--- src/sv/chunked_download_receiver_core_defines.svh ---
// Assertion macros for the chunked download receiver core.
// Used by chunked_download_receiver_core.sv; expects clk and rst in scope.
`ifndef CHUNKED_DOWNLOAD_RECEIVER_CORE_DEFINES_SVH
`define CHUNKED_DOWNLOAD_RECEIVER_CORE_DEFINES_SVH

// same-cycle implication
`define CDR_ASSERT_NOW(label, ante, cons, msg) \
  label: assert property (@(posedge clk) disable iff (rst) (ante) |-> (cons)) \
    else $error(msg);

// next-cycle implication
`define CDR_ASSERT_NEXT(label, ante, cons, msg) \
  label: assert property (@(posedge clk) disable iff (rst) (ante) |=> (cons)) \
    else $error(msg);

`endif

--- src/sv/cdr_pkg.sv ---
// Package for the chunked download receiver: sizes, codes, payload structs,
// sequencer states and the part length clip. No dependencies.
package cdr_pkg;

  localparam int CHUNKS      = 32;
  localparam int CHUNK_BYTES = 90;
  localparam int PART_BYTES  = CHUNKS * CHUNK_BYTES;

  localparam int LEN_W  = 16;
  localparam int CNT_W  = $clog2(CHUNKS + 1);
  localparam int IDX_W  = (CHUNKS > 1) ? $clog2(CHUNKS) : 1;

  // reciprocal for rel / CHUNK_BYTES; estimate is floor or floor - 1
  localparam int RECIP_SHIFT = 24;
  localparam int RECIP       = (1 << RECIP_SHIFT) / CHUNK_BYTES;
  localparam int PROD_W      = LEN_W + RECIP_SHIFT;

  localparam int CFG_IDX_W  = 1;
  localparam int CFG_DATA_W = 32;

  typedef enum logic [1:0] {
    OP_START   = 2'd0,
    OP_CHUNK   = 2'd1,
    OP_TIMEOUT = 2'd2
  } opcode_e;

  typedef enum logic [2:0] {
    KIND_IGNORED  = 3'd0,
    KIND_ACCEPTED = 3'd1,
    KIND_REQUEST  = 3'd2,
    KIND_PART     = 3'd3,
    KIND_DONE     = 3'd4
  } kind_e;

  typedef enum logic [CFG_IDX_W-1:0] {
    CFG_TOTAL_BYTES = 1'd0,
    CFG_FILE_ID     = 1'd1
  } cfg_reg_e;

  typedef enum logic [3:0] {
    S_IDLE,
    S_DECODE,
    S_MUL,
    S_FIX,
    S_MARK,
    S_EMIT_IGN,
    S_EMIT_ACC,
    S_SCAN_HIT,
    S_SCAN_MISS,
    S_EMIT_REQ,
    S_EMIT_PART,
    S_EMIT_DONE,
    S_EMIT_OPEN
  } state_t;

  typedef struct packed {
    logic [1:0]  opcode;
    logic [31:0] chunk_offset;
    logic [7:0]  chunk_count;
  } item_t;

  typedef struct packed {
    logic [2:0]       kind;
    logic [LEN_W-1:0] buffer_offset;
    logic [31:0]      request_start;
    logic [LEN_W-1:0] request_count;
    logic [31:0]      bytes_done;
    logic             last_result;
  } result_t;

  function automatic logic [LEN_W-1:0] clip_len(input logic [31:0] left);
    logic [LEN_W-1:0] r;
    if (left < 32'(PART_BYTES)) begin
      r = left[LEN_W-1:0];
    end else begin
      r = LEN_W'(PART_BYTES);
    end
    return r;
  endfunction

endpackage

--- src/sv/chunked_download_receiver_core.sv ---
// Chunked download receiver core: part tracking, chunk bitmap, re-request scan.
// Depends on cdr_pkg and chunked_download_receiver_core_defines.svh.
//
//   channel  | handshake              | payload
//   ---------+------------------------+-----------------------------
//   item     | item_valid / item_stall| item (item_t)
//   result   | result_valid/result_stall | result (result_t)
//   cfg      | cfg_valid / cfg_ready  | cfg_index, cfg_data
//
// Start and ignored chunk: decode, then the emit step loads the result register. Accepted
// chunk: the divide by CHUNK_BYTES runs as multiply, estimate, correct, then mark and emit.
// Part check scans the bitmap bit by bit to the end of the part or to the first missing
// run, then emits a part result or a re-request for that run.
// Synchronous reset clears control state and the bitmap. A stalled result
// holds the sequencer at its emit step; a new item waits until the last one ends.
`include "chunked_download_receiver_core_defines.svh"

module chunked_download_receiver_core
  import cdr_pkg::*;
(
  input  logic                  clk,
  input  logic                  rst,
  input  logic                  item_valid,
  output logic                  item_stall,
  input  item_t                 item,
  output logic                  result_valid,
  input  logic                  result_stall,
  output result_t               result,
  input  logic                  cfg_valid,
  output logic                  cfg_ready,
  input  logic [CFG_IDX_W-1:0]  cfg_index,
  input  logic [CFG_DATA_W-1:0] cfg_data
);

  state_t state, state_next;

  logic [31:0]       total_bytes;
  logic              busy;
  logic              rereq;
  logic [31:0]       base;
  logic [LEN_W-1:0]  len;
  logic [CHUNKS-1:0] seen;

  item_t             item_q;
  logic [LEN_W-1:0]  rel;
  logic              do_check;
  logic [PROD_W-1:0] prod;
  logic [CNT_W-1:0]  q;
  logic [LEN_W-1:0]  qb;
  logic [CNT_W-1:0]  pos;
  logic [LEN_W-1:0]  pb;
  logic [LEN_W-1:0]  start_pb;

  logic              accept;
  logic              emit_en;
  logic              emit_ok;
  result_t           emit_item;
  logic [32:0]       part_end;
  logic [32:0]       item_top;
  logic              ignore;
  logic              done_now;
  logic              scan_live;
  logic              scan_bit;
  logic [LEN_W-1:0]  scan_stop;
  logic [LEN_W-1:0]  rem;
  logic              fix;
  logic [CNT_W-1:0]  q_fin;
  logic [LEN_W-1:0]  qb_fin;
  logic              mark;

  assign accept    = item_valid && !item_stall;
  assign item_stall = (state != S_IDLE);
  assign cfg_ready = 1'b1;
  assign emit_ok   = !result_valid || !result_stall;

  assign part_end  = {1'b0, base} + 33'(len);
  assign item_top  = {1'b0, item_q.chunk_offset} + 33'(item_q.chunk_count);
  assign ignore    = !busy || (item_q.chunk_count > 8'(CHUNK_BYTES)) ||
                     (item_q.chunk_offset < base) || (item_top > part_end);
  assign done_now  = (part_end >= {1'b0, total_bytes});

  assign scan_live = (pb < len);
  assign scan_bit  = seen[pos[IDX_W-1:0]];
  assign scan_stop = scan_live ? pb : len;

  assign rem    = rel - qb;
  assign fix    = (rem >= LEN_W'(CHUNK_BYTES));
  assign q_fin  = fix ? q + CNT_W'(1) : q;
  assign qb_fin = fix ? qb + LEN_W'(CHUNK_BYTES) : qb;
  assign mark   = (qb_fin < len) && (q_fin < CNT_W'(CHUNKS));

  always_comb begin
    state_next = state;
    unique case (state)
      S_IDLE: begin
        if (accept) state_next = S_DECODE;
      end
      S_DECODE: begin
        unique case (item_q.opcode)
          OP_START:   state_next = S_EMIT_OPEN;
          OP_CHUNK:   state_next = ignore ? S_EMIT_IGN : S_MUL;
          OP_TIMEOUT: state_next = busy ? S_SCAN_HIT : S_IDLE;
          default:    state_next = S_IDLE;
        endcase
      end
      S_MUL:  state_next = S_FIX;
      S_FIX:  state_next = S_MARK;
      S_MARK: state_next = S_EMIT_ACC;
      S_EMIT_IGN: begin
        if (emit_ok) state_next = S_IDLE;
      end
      S_EMIT_ACC: begin
        if (emit_ok) state_next = do_check ? S_SCAN_HIT : S_IDLE;
      end
      S_SCAN_HIT: begin
        if (!scan_live) begin
          state_next = S_EMIT_PART;
        end else if (!scan_bit) begin
          state_next = S_SCAN_MISS;
        end
      end
      S_SCAN_MISS: begin
        if (!(scan_live && !scan_bit)) state_next = S_EMIT_REQ;
      end
      S_EMIT_REQ: begin
        if (emit_ok) state_next = S_IDLE;
      end
      S_EMIT_PART: begin
        if (emit_ok) state_next = done_now ? S_EMIT_DONE : S_EMIT_OPEN;
      end
      S_EMIT_DONE: begin
        if (emit_ok) state_next = S_IDLE;
      end
      S_EMIT_OPEN: begin
        if (emit_ok) state_next = S_IDLE;
      end
      default: state_next = S_IDLE;
    endcase
  end

  always_comb begin
    emit_en   = 1'b0;
    emit_item = '0;
    unique case (state)
      S_EMIT_IGN: begin
        emit_en               = 1'b1;
        emit_item.kind        = KIND_IGNORED;
        emit_item.last_result = 1'b1;
      end
      S_EMIT_ACC: begin
        emit_en                 = 1'b1;
        emit_item.kind          = KIND_ACCEPTED;
        emit_item.buffer_offset = rel;
        emit_item.last_result   = !do_check;
      end
      S_EMIT_REQ: begin
        emit_en                 = 1'b1;
        emit_item.kind          = KIND_REQUEST;
        emit_item.request_start = base + 32'(start_pb);
        emit_item.request_count = scan_stop - start_pb;
        emit_item.last_result   = 1'b1;
      end
      S_EMIT_PART: begin
        emit_en              = 1'b1;
        emit_item.kind       = KIND_PART;
        emit_item.bytes_done = part_end[31:0];
      end
      S_EMIT_DONE: begin
        emit_en               = 1'b1;
        emit_item.kind        = KIND_DONE;
        emit_item.last_result = 1'b1;
      end
      S_EMIT_OPEN: begin
        emit_en                 = 1'b1;
        emit_item.kind          = KIND_REQUEST;
        emit_item.request_start = base;
        emit_item.request_count = len;
        emit_item.last_result   = 1'b1;
      end
      default: begin
        emit_en = 1'b0;
      end
    endcase
  end

  always_ff @(posedge clk) begin
    if (rst) begin
      state        <= S_IDLE;
      total_bytes  <= '0;
      busy         <= 1'b0;
      rereq        <= 1'b0;
      base         <= '0;
      len          <= '0;
      seen         <= '0;
      result_valid <= 1'b0;
    end else begin
      state <= state_next;
      if (cfg_valid && cfg_ready) begin
        unique case (cfg_reg_e'(cfg_index))
          CFG_TOTAL_BYTES: total_bytes <= cfg_data;
          CFG_FILE_ID: begin
            // identifier is not stored; a write to it has no effect
          end
        endcase
      end
      if (emit_en && emit_ok) begin
        result_valid <= 1'b1;
      end else if (!result_stall) begin
        result_valid <= 1'b0;
      end
      unique case (state)
        S_DECODE: begin
          if (item_q.opcode == OP_START) begin
            busy  <= 1'b1;
            rereq <= 1'b0;
            base  <= '0;
            len   <= clip_len(total_bytes);
            seen  <= '0;
          end else if ((item_q.opcode == OP_TIMEOUT) && busy) begin
            rereq <= 1'b1;
          end
        end
        S_MARK: begin
          if (mark) seen[q_fin[IDX_W-1:0]] <= 1'b1;
        end
        S_EMIT_ACC: begin
          if (emit_ok && do_check) rereq <= 1'b1;
        end
        S_EMIT_PART: begin
          if (emit_ok) begin
            rereq <= 1'b0;
            seen  <= '0;
            if (done_now) begin
              busy <= 1'b0;
              base <= '0;
              len  <= '0;
            end else begin
              base <= part_end[31:0];
              len  <= clip_len(total_bytes - part_end[31:0]);
            end
          end
        end
        default: begin
        end
      endcase
    end
  end

  always_ff @(posedge clk) begin
    if (accept) item_q <= item;
    if (emit_en && emit_ok) result <= emit_item;
    if (state == S_DECODE) begin
      rel      <= LEN_W'(item_q.chunk_offset - base);
      do_check <= (item_top == part_end) || rereq;
    end
    if (state == S_MUL) prod <= PROD_W'(rel) * PROD_W'(RECIP);
    if (state == S_FIX) begin
      q  <= prod[RECIP_SHIFT +: CNT_W];
      qb <= LEN_W'(prod[RECIP_SHIFT +: CNT_W]) * LEN_W'(CHUNK_BYTES);
    end
    if ((state_next == S_SCAN_HIT) && (state != S_SCAN_HIT)) begin
      pos <= '0;
      pb  <= '0;
    end else if (((state == S_SCAN_HIT) || (state == S_SCAN_MISS)) && scan_live &&
                 (scan_bit == (state == S_SCAN_HIT))) begin
      pos <= pos + CNT_W'(1);
      pb  <= pb + LEN_W'(CHUNK_BYTES);
    end
    if ((state == S_SCAN_HIT) && scan_live && !scan_bit) start_pb <= pb;
  end

  `CDR_ASSERT_NOW(a_scan_in_map, ((state == S_SCAN_HIT) || (state == S_SCAN_MISS)) && scan_live, pos < CNT_W'(CHUNKS), "bitmap scan index beyond chunk count")
  `CDR_ASSERT_NOW(a_req_in_part, result_valid && (result.kind == KIND_REQUEST), result.request_count <= LEN_W'(PART_BYTES), "request longer than a part")
  `CDR_ASSERT_NOW(a_done_clears, state == S_EMIT_DONE, !busy && (seen == '0) && (len == '0), "download complete with live part state")
  `CDR_ASSERT_NEXT(a_part_follow, (state == S_EMIT_PART) && emit_ok, (state == S_EMIT_DONE) || (state == S_EMIT_OPEN), "part complete not followed by finish or next request")

endmodule
--- config.mk ---
export PLATFORM = sky130hd
export DESIGN_NAME = chunked_download_receiver_core
export DESIGN_NICKNAME = d
export VERILOG_FILES = /design/src/sv/cdr_pkg.sv /design/src/sv/chunked_download_receiver_core.sv
export VERILOG_INCLUDE_DIRS = /design/src /design/src/sv
export SDC_FILE = /design/constraint.sdc
export NUM_CORES = 1
export LEC_CHECK = 0
export BUFFER_PORTS_ARGS = -buffer_cell sky130_fd_sc_hd__buf_2
export CAP_MARGIN = 20
export CORE_MARGIN = 4
export CORE_UTILIZATION = 25
export CTS_BUF_LIST = sky130_fd_sc_hd__clkbuf_8
export DETAILED_ROUTE_END_ITERATION = 8
export HOLD_SLACK_MARGIN = 0.02
export PLACE_DENSITY = 0.41
export SYNTH_ARGS = -nofsm -noshare
export SYNTH_HDL_FRONTEND = slang
export SYNTH_SLANG_ARGS = --single-unit
--- constraint.sdc ---
create_clock -name clk -period 15.6 [get_ports clk]
set_clock_uncertainty 0.2 [all_clocks]
set_input_delay 0.78 -clock clk [delete_from_list [all_inputs] [get_ports clk]]
set_output_delay 0.78 -clock clk [all_outputs]
set_load 0.005 [all_outputs]
## Word level (Yosys, flattened, before mapping)

Cells that the tools add are included.

- Flip-flop bits (word level): 364

- Multiplexer cells: 48
- Reduce and logical (&&, ||, !) cells: 38
- Multipliers: 2
- Magnitude comparators: 13
- $add $sub $neg: 11
- Equal/unequal tests: 25
- Bitwise operators: 2

Operator list:

| operator | number |
|---|---|
| two-way mux 32 bit | 5 |
| two-way mux 16 bit | 6 |
| one-hot mux 32 bit (3 select lines) | 1 |
| one-hot mux 48 bit (2 select lines) | 1 |
| < comparator 32 x 12 -> 1 bit, second input constant | 2 |
| one-hot mux 32 bit (2 select lines) | 1 |
| one-hot mux 4 bit (10 select lines) | 1 |
| adder 32 x 16 -> 33 bit | 1 |
| adder 32 x 8 -> 33 bit | 1 |
| == test 33 bit | 1 |
| greater-or-equal comparator 33 x 32 -> 1 bit | 1 |
| > comparator 33 bit | 1 |
| adder 32 x 16 -> 32 bit | 1 |
| < comparator 32 bit | 1 |
| bitwise OR 32 bit | 1 |
| one-hot mux 16 bit (2 select lines) | 1 |
| subtractor 16 bit | 2 |
| subtractor 32 bit | 1 |
| multiplier 16 x 18 -> 30 bit, second input constant | 1 |
| two-way mux 4 bit | 7 |
| == test 4 x 3 -> 1 bit, second input constant | 5 |
| == test 4 bit, second input constant | 5 |
| adder 16 x 7 -> 16 bit, second input constant | 1 |
| greater-or-equal comparator 16 x 7 -> 1 bit, second input constant | 1 |
| other kinds (44) | 90 |

## Longest topological paths before layout

Gate-level depths: netlist of run 1.

- Word-level depth: 10
- Depth in mapped cells: 26
- Depth with buffers taken out: 26

## Worst setup path after synthesis of run 1

No wires, ideal clock.

- Path kind: reg-to-reg
- Start: reg state[2]
- End: reg result[0] in the netlist's numbering, enable pin
- Arrival: 5.338 ns
- Period minus slack after synthesis: 6.098 ns
- Slack: 9.502 ns
- Stages on the path, launching flop included: 6
- Cell sequence: dfxtp_1 -> clkbuf_1 -> clkbuf_1 -> nor2b_1 -> a222oi_1 -> nor2_1

- Cells in the longest elaborated chain, start to end: 4

Ends and longest elaborated chain:

| item | line | text |
|---|---|---|
| start, declared | chunked_download_receiver_core.sv:35 | `state_t state, state_next;` |
| start signal, assigned | chunked_download_receiver_core.sv:197 | `state <= state_next;` |
| == test 4 bit or == test 4 x 3 -> 1 bit (tied branches) | chunked_download_receiver_core.sv:144 | `unique case (state)` |
| OR reduction 6 bit (no line) * | n/a |  |
| two-way mux 1 bit * | chunked_download_receiver_core.sv:144 |  |
| logical AND 1 bit * | chunked_download_receiver_core.sv:251 | `if (emit_en && emit_ok) result <= emit_item;` |
| end signal, assigned | chunked_download_receiver_core.sv:251 |  |
| end, declared | chunked_download_receiver_core.sv:28 | `output result_t result,` |

Mark *: on every way between the ends. The rest lies on a longest branch, timed or not.
A chain may end at the register's enable or synchronous reset.

## Worst setup path after layout of run 1

- Start: reg base[9]
- End: reg len[10]

- Cells in the longest elaborated chain, start to end: 7

Ends and longest elaborated chain:

| item | line | text |
|---|---|---|
| start, declared | chunked_download_receiver_core.sv:40 | `logic [31:0] base;` |
| start signal, assigned | chunked_download_receiver_core.sv:238 | `base <= part_end[31:0];` |
| adder 32 x 16 -> 33 bit * | chunked_download_receiver_core.sv:76 | `assign part_end = {1'b0, base} + 33'(len);` |
| via part_end[23] | chunked_download_receiver_core.sv:58 | `logic [32:0] part_end;` |
| subtractor 32 bit | chunked_download_receiver_core.sv:239 | `len <= clip_len(total_bytes - part_end[31:0]);` |
| < comparator 32 x 12 -> 1 bit | cdr_pkg.sv:73 | `if (left < 32'(PART_BYTES)) begin` |
| two-way mux 16 bit | cdr_pkg.sv:73 |  |
| two-way mux 16 bit * | chunked_download_receiver_core.sv:233 | `if (done_now) begin` |
| two-way mux 16 bit * | chunked_download_receiver_core.sv:230 | `if (emit_ok) begin` |
| one-hot mux 16 bit (2 select lines) * | chunked_download_receiver_core.sv:211 | `unique case (state)` |
| end signal, assigned | chunked_download_receiver_core.sv:217 | `len <= clip_len(total_bytes);` |
| end signal, assigned | chunked_download_receiver_core.sv:239 |  |
| end, declared | chunked_download_receiver_core.sv:41 | `logic [LEN_W-1:0] len;` |

Mark *: on every way through the listed nets, which the timed path passes. The rest lies on a longest branch. The select of a mux whose other input is x is not followed.

==> key figures, run 1 <==
Setup path
  – R2R setup slack: 8.45 ns
  – Worst setup SP type: flop
  – CP Buf/Inv Count: 2
  – CP top delay family: simple AND/OR/NAND/NOR gates
  – Worst path required time: 16.00 ns
  – Reg2Reg Launch Point: base[9]
  – Reg2reg end: len[10]
  – Slowest-stage cell, CP: or4_1
  – Crit path DAT: 7.56 ns
  – Setup Crit Path Kind: reg -> reg
  – Critical path fanouts, max: 12
  – Crit path depth: 23
  – Critical Path Sink Type: flop
  – CP cell instances: ha_1, nand2_1, nor3_1, o311ai_1, a21oi_1, o21ai_0, nor2_1, nand3_1, xnor2_1, inv_1, ha_1, nor2b_1, a2111oi_2, o311ai_1, a2111oi_2, o311ai_1, or4_1, a2111oi_2, nand4_1, nor4_2, buf_4, nand4_1, a221oi_1
  – CP max stage delay: 0.53 ns
  – Worst-case reg-to-reg path depth: 23

Synth
  – Count leader, synth: ha_1
  – Async S/R FF share, synth: 0
  – Post-synthesis cell count: 2925
  – Post-synthesis cell type count: 92
  – FF+latch count, synth: 335
  – Synth Area in Compound Gates: 0.176
  – Mux share of post-synthesis cell area: 0.0127
  – Share of synthesized area occupied by flip-flops and latches: 0.322
  – Xor-xnor portion of the synthesized cell area: 0.0509
  – Post-synth EDFFs: 196
  – Main combinational cell family by area after synthesis: adder cells
  – Post-Syn Nets: 3451
  – Synth area leader: edfxtp_1
  – Synth Warn #: 0
  – Most frequent cells after synthesis: ha_1, inv_1, nand2_1
  – Adder-Cell Fraction of Synth Area: 0.232
  – Synth top area cells: edfxtp_1, ha_1, dfxtp_1, fa_1, inv_1
  – Post-synth top flop: edfxtp_1
  – Simple-gate share of the synthesized area: 0.144
  – Synthesized area: 26900 µm²
  – Avg Cell Area, Syn: 9.20 µm²
  – Top cell type's share of synthesized area: 0.219

Finish
  – Fin area: 30900 µm²
  – Layout area overhead: 14.9%
  – Final nets: 3651
  – Layout cells sized above 1: 0.116

Detailed routing
  – Routed vias: 22200
  – DR DRC count: 0
  – DR pass1 iterations: 6
  – Post-DR vias/cell: 4.84
  – Final wirelength: 96000 µm
  – Routed Antenna Nets: 0
  – DR iter-0 viols: 1435
  – Routed len/inst: 21.0 µm

GRT
  – Vias in the first global route: 21900
  – Initial antenna violation count: 3
  – First-pass GRT wire length: 141000 µm
  – Largest net degree at the start of global routing: 65
  – Grt total ovfl: 0
  – GR Util All Layers: 0.167

STA
  – Slew Limit Fails: 0
  – Total Neg Setup Slack: 0 ns
  – Tmin final: 7.15 ns
  – Setup Viol. Count Final: 0
  – Max_slew headroom: 0.264
  – Final-report hold violation count: 0
  – RSZ-0062 raised after global routing: no
  – Worst-Margin Slew: 1.10 ns
  – Tcrit/Tclk final: 0.459
  – Final setup margin: 8.45 ns
  – FMAX: 140 MHz

Hold path
  – Hold Crit Endpoint: item_q[11]
  – Worst hold path class: in -> reg
  – Hold Path Cell Cnt: 1
  – Hold Path Origin: item[11]

CTS
  – H-tree levels: 3
  – CTS Root Cell: clkbuf_8
  – CTS max path bufs: 3
  – Post-CTS sizing: 0
  – Post-CTS Setup Inserts: 0
  – Cts bufs inserted: 68
  – CTS tree: yes
  – Clock Latency Late Sink: 0.70 ns
  – CTS clk-pin slew, worst paths: 0.06 ns
  – Clock sinks: 335

Flow run
  – # Max-Cap Violations: 0

Die
  – Die area: 113000 µm²
  – Die height: 336 µm
  – Row cnt: 120
  – Total I/O pin count: 183
  – Core area: 107000 µm²
  – Die span in x: 336 µm
  – Initial Utilization: 0.252

Outcome
  – Status: finished clean

Power
  – Leakage power: 12.8 nW
  – Worst VDD drop: 0.153 mV
  – Power Dens Cells: 163 nW/µm²

Place
  – Post-DP HPWL: 75800 µm
  – Routability congestion estimate: 0.893
  – Port Buffers: 181
  – Placed cell area: 29400 µm²
  – Dpl ws: 8.58 ns
cell usage in the layout (no fill, tap or decap), types with 27 or more instances in the layout:
master / count
inv_1: 366
ha_1: 359
nand2_1: 260
edfxtp_1: 196
nor2_1: 188
a21oi_1: 183
buf_2: 181
o21ai_0: 154
dfxtp_1: 139
xnor2_1: 109
fa_1: 87
clkbuf_8: 75
nand3_1: 70
a21o_1: 68
nand4_1: 47
nor3_1: 46
xor2_1: 43
and3_1: 39
nor2b_1: 37
o22ai_1: 29
nand2b_1: 27
where the power goes:
group / leakage [nW] / internal (mW) / switching [mW]
registers: 2.85 / 1.11 / 0.139
logic: 9.23 / 1.30 / 1.64
clock network: 0.756 / 0.442 / 0.426
total: 12.8 / 2.84 / 2.20
per-stage QoR:
step | total power [mW] | std cells | utilization | hold slack [ns]
CTS | 5.16 | 4576 | 0.289 | 0.0232
detailed placement | 4.22 | 4430 | 0.275 | 0.241
finish | 5.05 | 4580 | 0.289 | 0.0947
global route | 5.61 | 4579 | 0.289 | 0.0514
global placement | 4.24 | 4430 | 0.275 | 0.232
floorplan | 3.39 | 2925 | - | 0.220
cells by family (layout without fill, tap and decap cells):
family | after synthesis | in the layout
AO/OA/AOI/OAI | 716 | 716
XOR/XNOR | 154 | 154
multiplexers | 20 | 20
adder cells (fa/ha/maj) | 447 | 447
flip-flops | 335 | 335
other | 1 | 3
AND/OR/NAND/NOR | 814 | 814
buffers and inverters | 438 | 688
routing by layer:
| metal | GRT usage | share of wire | vias up |
|---|---|---|---|
| li1 | - | - | 10800 |
| met3 | 0.0265 | 0.042 | 124 |
| met1 | 0.228 | 0.47 | 10700 |
| met5 | 0 | 0 | - |
| met4 | 0.0480 | 0.026 | 0 |
| met2 | 0.273 | 0.46 | 475 |
layout make-up:
cell class | instances | area (µm²)
Fill cell | 11500 | 76000
Multi-Input combinational cell | 2152 | 16600
Clock inverter | 45 | 210
Sequential cell | 335 | 8670
Clock buffer | 75 | 1030
Timing Repair Buffer | 234 | 1370
Antenna cell | 2 | 5.00
Tap cell | 1403 | 1760
Inverter | 334 | 1250
what timing repair did:
| item | CTS | global route |
|---|---|---|
| hold buffers | 26 | 0 |
| endpoints found under the hold margin | 26 | 0 |
| setup endpoints to repair | 0 | 0 |
worst max-delay path by stage:
stage,start,slack (ns),end
after floorplan,state[2],9.50,result[0]
after global placement,base[1],8.73,len[1]
after detailed placement,base[1],8.58,len[1]
after CTS,base[1],8.48,len[10]
after global routing,base[1],7.77,len[1]
final,base[9],8.45,len[10]
flip-flops by register name, summed over array words and instances (netlist names), 5 cells and up:
register / cells
base: 32
start_pb: 15
len: 16
pb: 15
q: 6
rel: 16
item_q: 42
prod: 6
qb: 10
total_bytes: 32
pos: 5
result: 100
seen: 32
No activity file was read; power rests on OpenSTA's default activity.
==> run 2, diff against run 1 <==
PLACE_DENSITY = 0.42   (was 0.41)
clock period = 6.55 ns   (was 15.6 ns; I/O delays follow)
==> key figures, run 2 (synthesis results as in run 1) <==
Setup path
  – Critical path fanouts, max: 9
  – Worst path required time: 6.95 ns
  – R2R setup slack: 0.30 ns
  – Critical Path Sink Type: flop
  – Reg2Reg Launch Point: base[1]
  – Setup Crit Path Kind: reg -> reg
  – Worst setup SP type: flop
  – Crit path launch: base[1]
  – Worst-case reg-to-reg path depth: 23
  – Crit path DAT: 6.65 ns

Die
  – Core area: 107000 µm²
  – Die area: 113000 µm²
  – Initial Utilization: 0.252
  – Die span in x: 336 µm
  – Row cnt: 120
  – Total I/O pin count: 183
  – Die height: 336 µm

Finish
  – Most common cell after layout, fill and taps aside: ha_1
  – Final nets: 3836
  – Sequential cell area: 8670 µm²
  – Layout area overhead: 22.3%
  – Layout Utilization: 0.308
  – Reg with most FFs: result
  – Multi-input gate area: 16800 µm²
  – Filler cell count: 11400
  – Fin area: 32900 µm²
  – Largest register FFs: 100
  – Top flop regs: result x100, item_q x42
  – Most frequent cells in the layout: ha_1, inv_1, nand2_1
  – Layout cells sized above 1: 0.142

CTS
  – H-tree levels: 3
  – CTS max path bufs: 3
  – CTS Root Cell: clkbuf_8
  – Clock Latency Late Sink: 0.72 ns
  – CTS tree: yes
  – Cts bufs inserted: 68
  – CTS clk-pin slew, worst paths: 0.07 ns
  – Clock sinks: 335

Detailed routing
  – Routed vias: 23100
  – DR DRC count: 0
  – Final wirelength: 98700 µm
  – DR pass1 iterations: 6
  – DR iter-0 viols: 1725
  – Post-DR vias/cell: 4.84
  – Routed Antenna Nets: 0
  – Routed len/inst: 20.7 µm

STA
  – Max_slew headroom: 0.291
  – Slew Limit Fails: 0
  – Setup Viol. Count Final: 0
  – Final-report hold violation count: 0
  – Tcrit/Tclk final: 0.955
  – Tmin final: 6.25 ns
  – FMAX: 160 MHz
  – Worst-Margin Slew: 1.06 ns

GRT
  – Initial antenna violation count: 4
  – GR Util All Layers: 0.173
  – Grt total ovfl: 0
  – First-pass GRT wire length: 146000 µm
  – Largest net degree at the start of global routing: 81
  – Vias in the first global route: 22900

Place
  – Routability congestion estimate: 0.910
  – Placed cell area: 30000 µm²
  – Port Buffers: 181
  – Post-DP HPWL: 77300 µm

Flow run
  – # Max-Cap Violations: 0

Power
  – Power Dens Cells: 378 nW/µm²
  – Worst VDD drop: 0.414 mV
  – Leakage power: 13.7 nW

Outcome
  – Status: finished clean

Hold path
  – Worst hold path class: in -> reg
  – Hold Path Origin: item[35]
  – Hold Path Cell Cnt: 2
## run 2: routing by layer
metal	GRT usage	vias to the layer above	wire, µm
met5	0	-	0
met4	0.0590	0	3290
met3	0.0330	146	5430
met2	0.283	613	45200
met1	0.228	11100	44800
li1	-	11200	-
## run 2: through the flow
step / setup WS, ns / setup TNS (ns) / std cells / hold WS, ns / total power [mW]
after floorplan: 0.452 / 0 / 2925 / 0.220 / 8.07
after global placement: 0.281 / 0 / 4499 / 0.231 / 10.2
after detailed placement: 0.132 / 0 / 4499 / 0.239 / 10.3
after CTS: 0.0144 / 0 / 4761 / 0.0486 / 12.7
after global routing: -0.00471 / -0.00482 / 4769 / 0.0844 / 13.8
final: 0.298 / 0 / 4771 / 0.140 / 12.4
## run 2: power breakdown
part	switching [mW]	internal, mW
Sequential	0.288	2.63
Combinational	4.00	3.31
Clock	1.06	1.15
Total	5.34	7.09
## run 2: timing repair
item                                   in CTS  in global routing
endpoints found under the hold margin      91                  0
hold buffers                              140                  0
setup buffers                               0                  3
setup endpoints to repair                   0                 64
resized for setup                           0                 31
## run 2: final timing paths
path,endpoint
worst max-delay path,len[10]
worst min-delay path,item_q[35]
worst max register to register,len[10]
worst min register to register,seen[4]
## run 2: area by class of cell
type | instances | share of cell area
multi-input cells | 2152 | 0.510
flip-flops and latches | 335 | 0.263
repair buffers | 419 | 0.0945
well taps | 1403 | 0.0533
inverters | 334 | 0.0381
clock buffers | 76 | 0.0318
clock inverters | 46 | 0.00874
diodes | 6 | 0.000456
## run 2: worst max-delay path, stage by stage, from the launching register on
cell       delay [ns]
dfxtp_1          0.33
ha_1             0.32
a211oi_1         0.30
o21ai_2          0.15
o31a_1           0.28
o21ai_0          0.16
nand2b_1         0.12
a31oi_2          0.25
o21bai_1         0.09
a21o_1           0.20
xor2_2           0.17
ha_2             0.44
nor2b_1          0.11
a2111oi_2        0.41
o311ai_1         0.23
a2111oi_4        0.34
o311ai_1         0.16
or4_1            0.50
a2111oi_2        0.30
nand4_1          0.15
nor4_2           0.26
buf_4            0.21
nand4_1          0.11
a221oi_1         0.31
==> run 3, diff against run 2 <==
CORE_UTILIZATION = 55   (was 25)
PLACE_DENSITY = 0.77   (was 0.42)
==> key figures, run 3 (synthesis results as in run 1) <==
CTS
  – CTS clk-pin slew, worst paths: 0.07 ns
  – H-tree levels: 2
  – Cts bufs inserted: 59
  – Clock sinks: 335
  – Clock Latency Late Sink: 0.69 ns
  – CTS max path bufs: 3
  – CTS Root Cell: clkbuf_8
  – CTS tree: yes

GRT
  – Vias in the first global route: 24100
  – Grt total ovfl: 0
  – Initial antenna violation count: 0
  – Largest net degree at the start of global routing: 60
  – First-pass GRT wire length: 135000 µm
  – GR Util All Layers: 0.324

Flow run
  – # Max-Cap Violations: 0

STA
  – Worst-Margin Slew: 0.838 ns
  – Final-report hold violation count: 0
  – Tmin final: 6.28 ns
  – Tcrit/Tclk final: 0.958
  – Hold_ws: 0.174 ns
  – Setup Viol. Count Final: 0
  – Max_slew headroom: 0.437
  – FMAX: 159 MHz
  – Slew Limit Fails: 0

Die
  – Die area: 52500 µm²
  – Row cnt: 80
  – Die span in x: 229 µm
  – Die height: 229 µm
  – Total I/O pin count: 183
  – Initial Utilization: 0.560
  – Core area: 48000 µm²

Finish
  – Most frequent cells in the layout: ha_1, inv_1, nand2_1
  – Top flop regs: result x100, item_q x42
  – Final Non-Filler Cells: 3959
  – Layout area overhead: 19.0%
  – Largest register FFs: 100
  – Layout Utilization: 0.667
  – Layout cells sized above 1: 0.145
  – Reg with most FFs: result
  – Most common cell after layout, fill and taps aside: ha_1
  – Diode count: 0
  – Final nets: 3820

Power
  – Leakage power: 13.7 nW
  – Power Dens Cells: 385 nW/µm²
  – Worst VDD drop: 0.482 mV

Detailed routing
  – Routed vias: 24100
  – Routed len/inst: 22.2 µm
  – M1 WL: 34100 µm
  – Met2 wire length: 43300 µm
  – DR DRC count: 0
  – Post-DR vias/cell: 6.09
  – DR iter-0 viols: 2269
  – Top sig layer: met4
  – Final wirelength: 88000 µm
  – Routed Antenna Nets: 0
  – DR pass1 iterations: 6
  – Met3 WL: 5540 µm

Place
  – Routability congestion estimate: 1.02
  – Port Buffers: 181
  – Post-DP HPWL: 66600 µm
  – Dpl cells: 3690

Outcome
  – Status: finished clean

Setup path
  – Worst path required time: 6.75 ns
  – Setup Crit Path Kind: reg -> reg
  – Critical Path Sink Type: flop
  – Critical path fanouts, max: 8
  – Crit path DAT: 6.48 ns
  – Worst setup SP type: flop

Hold path
  – Worst hold path class: in -> reg
run 3: changes by cell type in the layout (fill, tap and decap cells not counted), moves of 4 or more:
cell	delta
ha_1	-9
buf_4	-9
inv_1	-5
clkinv_1	-4
diode_2	-6
clkinv_2	-4
ha_4	+7
run 3: stage by stage:
step	cell area, µm²	setup WS (ns)	TNS, ns	power [mW]
2_1_floorplan	26900	0.452	0	8.07
3_3_place_gp	28800	0.0981	0	9.67
3_5_place_dp	28800	-0.0513	-0.114	9.90
4_1_cts	31600	0.000902	0	12.3
5_1_grt	32000	-0.0665	-0.160	13.5
6_report	32000	0.272	0	12.3
run 3: cell type report:
class                   instances  area (µm²)
flip-flops and latches        335        8670
well taps                     615         769
fillers                      3892       16000
multi-input cells            2152       17000
repair buffers                412        3040
clock buffers                  76        1050
clock inverters                35         293
inverters                     334        1250
run 3: worst paths after layout:
check	startpoint	end	slack, ns	cells after the start
setup / recovery	rel[14]	prod[29]	0.27	18
hold / removal	item[32]	item_q[32]	0.17	2
hold reg to reg	seen[13]	seen[13]	0.25	2
setup reg to reg	rel[14]	prod[29]	0.27	18
run 3: what timing repair did:
item	CTS	global route
endpoints found under the hold margin	77	0
hold buffers	141	0
pin swaps	1	12
resized for setup	4	63
setup buffers	1	13
cloned	0	1
setup endpoints to repair	4	36
run 3: critical path, cell delays in order, from the launching register on:
cell,delay [ns]
edfxtp_1,0.52
inv_1,0.12
ha_1,0.33
inv_1,0.06
fa_1,0.53
fa_1,0.54
inv_1,0.06
fa_1,0.51
fa_1,0.52
fa_1,0.49
ha_1,0.33
nand4_1,0.08
o21ai_0,0.16
a21oi_1,0.06
o31ai_1,0.66
a2111oi_2,0.19
o31ai_1,0.39
a21oi_1,0.14
xnor2_1,0.14
run 3: metal layers:
| metal | GRT usage | up-vias |
|---|---|---|
| li1 | - | 11200 |
| met1 | 0.393 | 11600 |
| met2 | 0.569 | 1066 |
| met3 | 0.0409 | 294 |
| met4 | 0.158 | 0 |
| met5 | 0 | - |
run 3: report_power, final:
part / switching (mW) / leakage [nW] / internal (mW)
Sequential: 0.298 / 2.85 / 2.63
Combinational: 3.99 / 10.1 / 3.21
Clock: 0.955 / 0.727 / 1.24
Total: 5.24 / 13.7 / 7.08
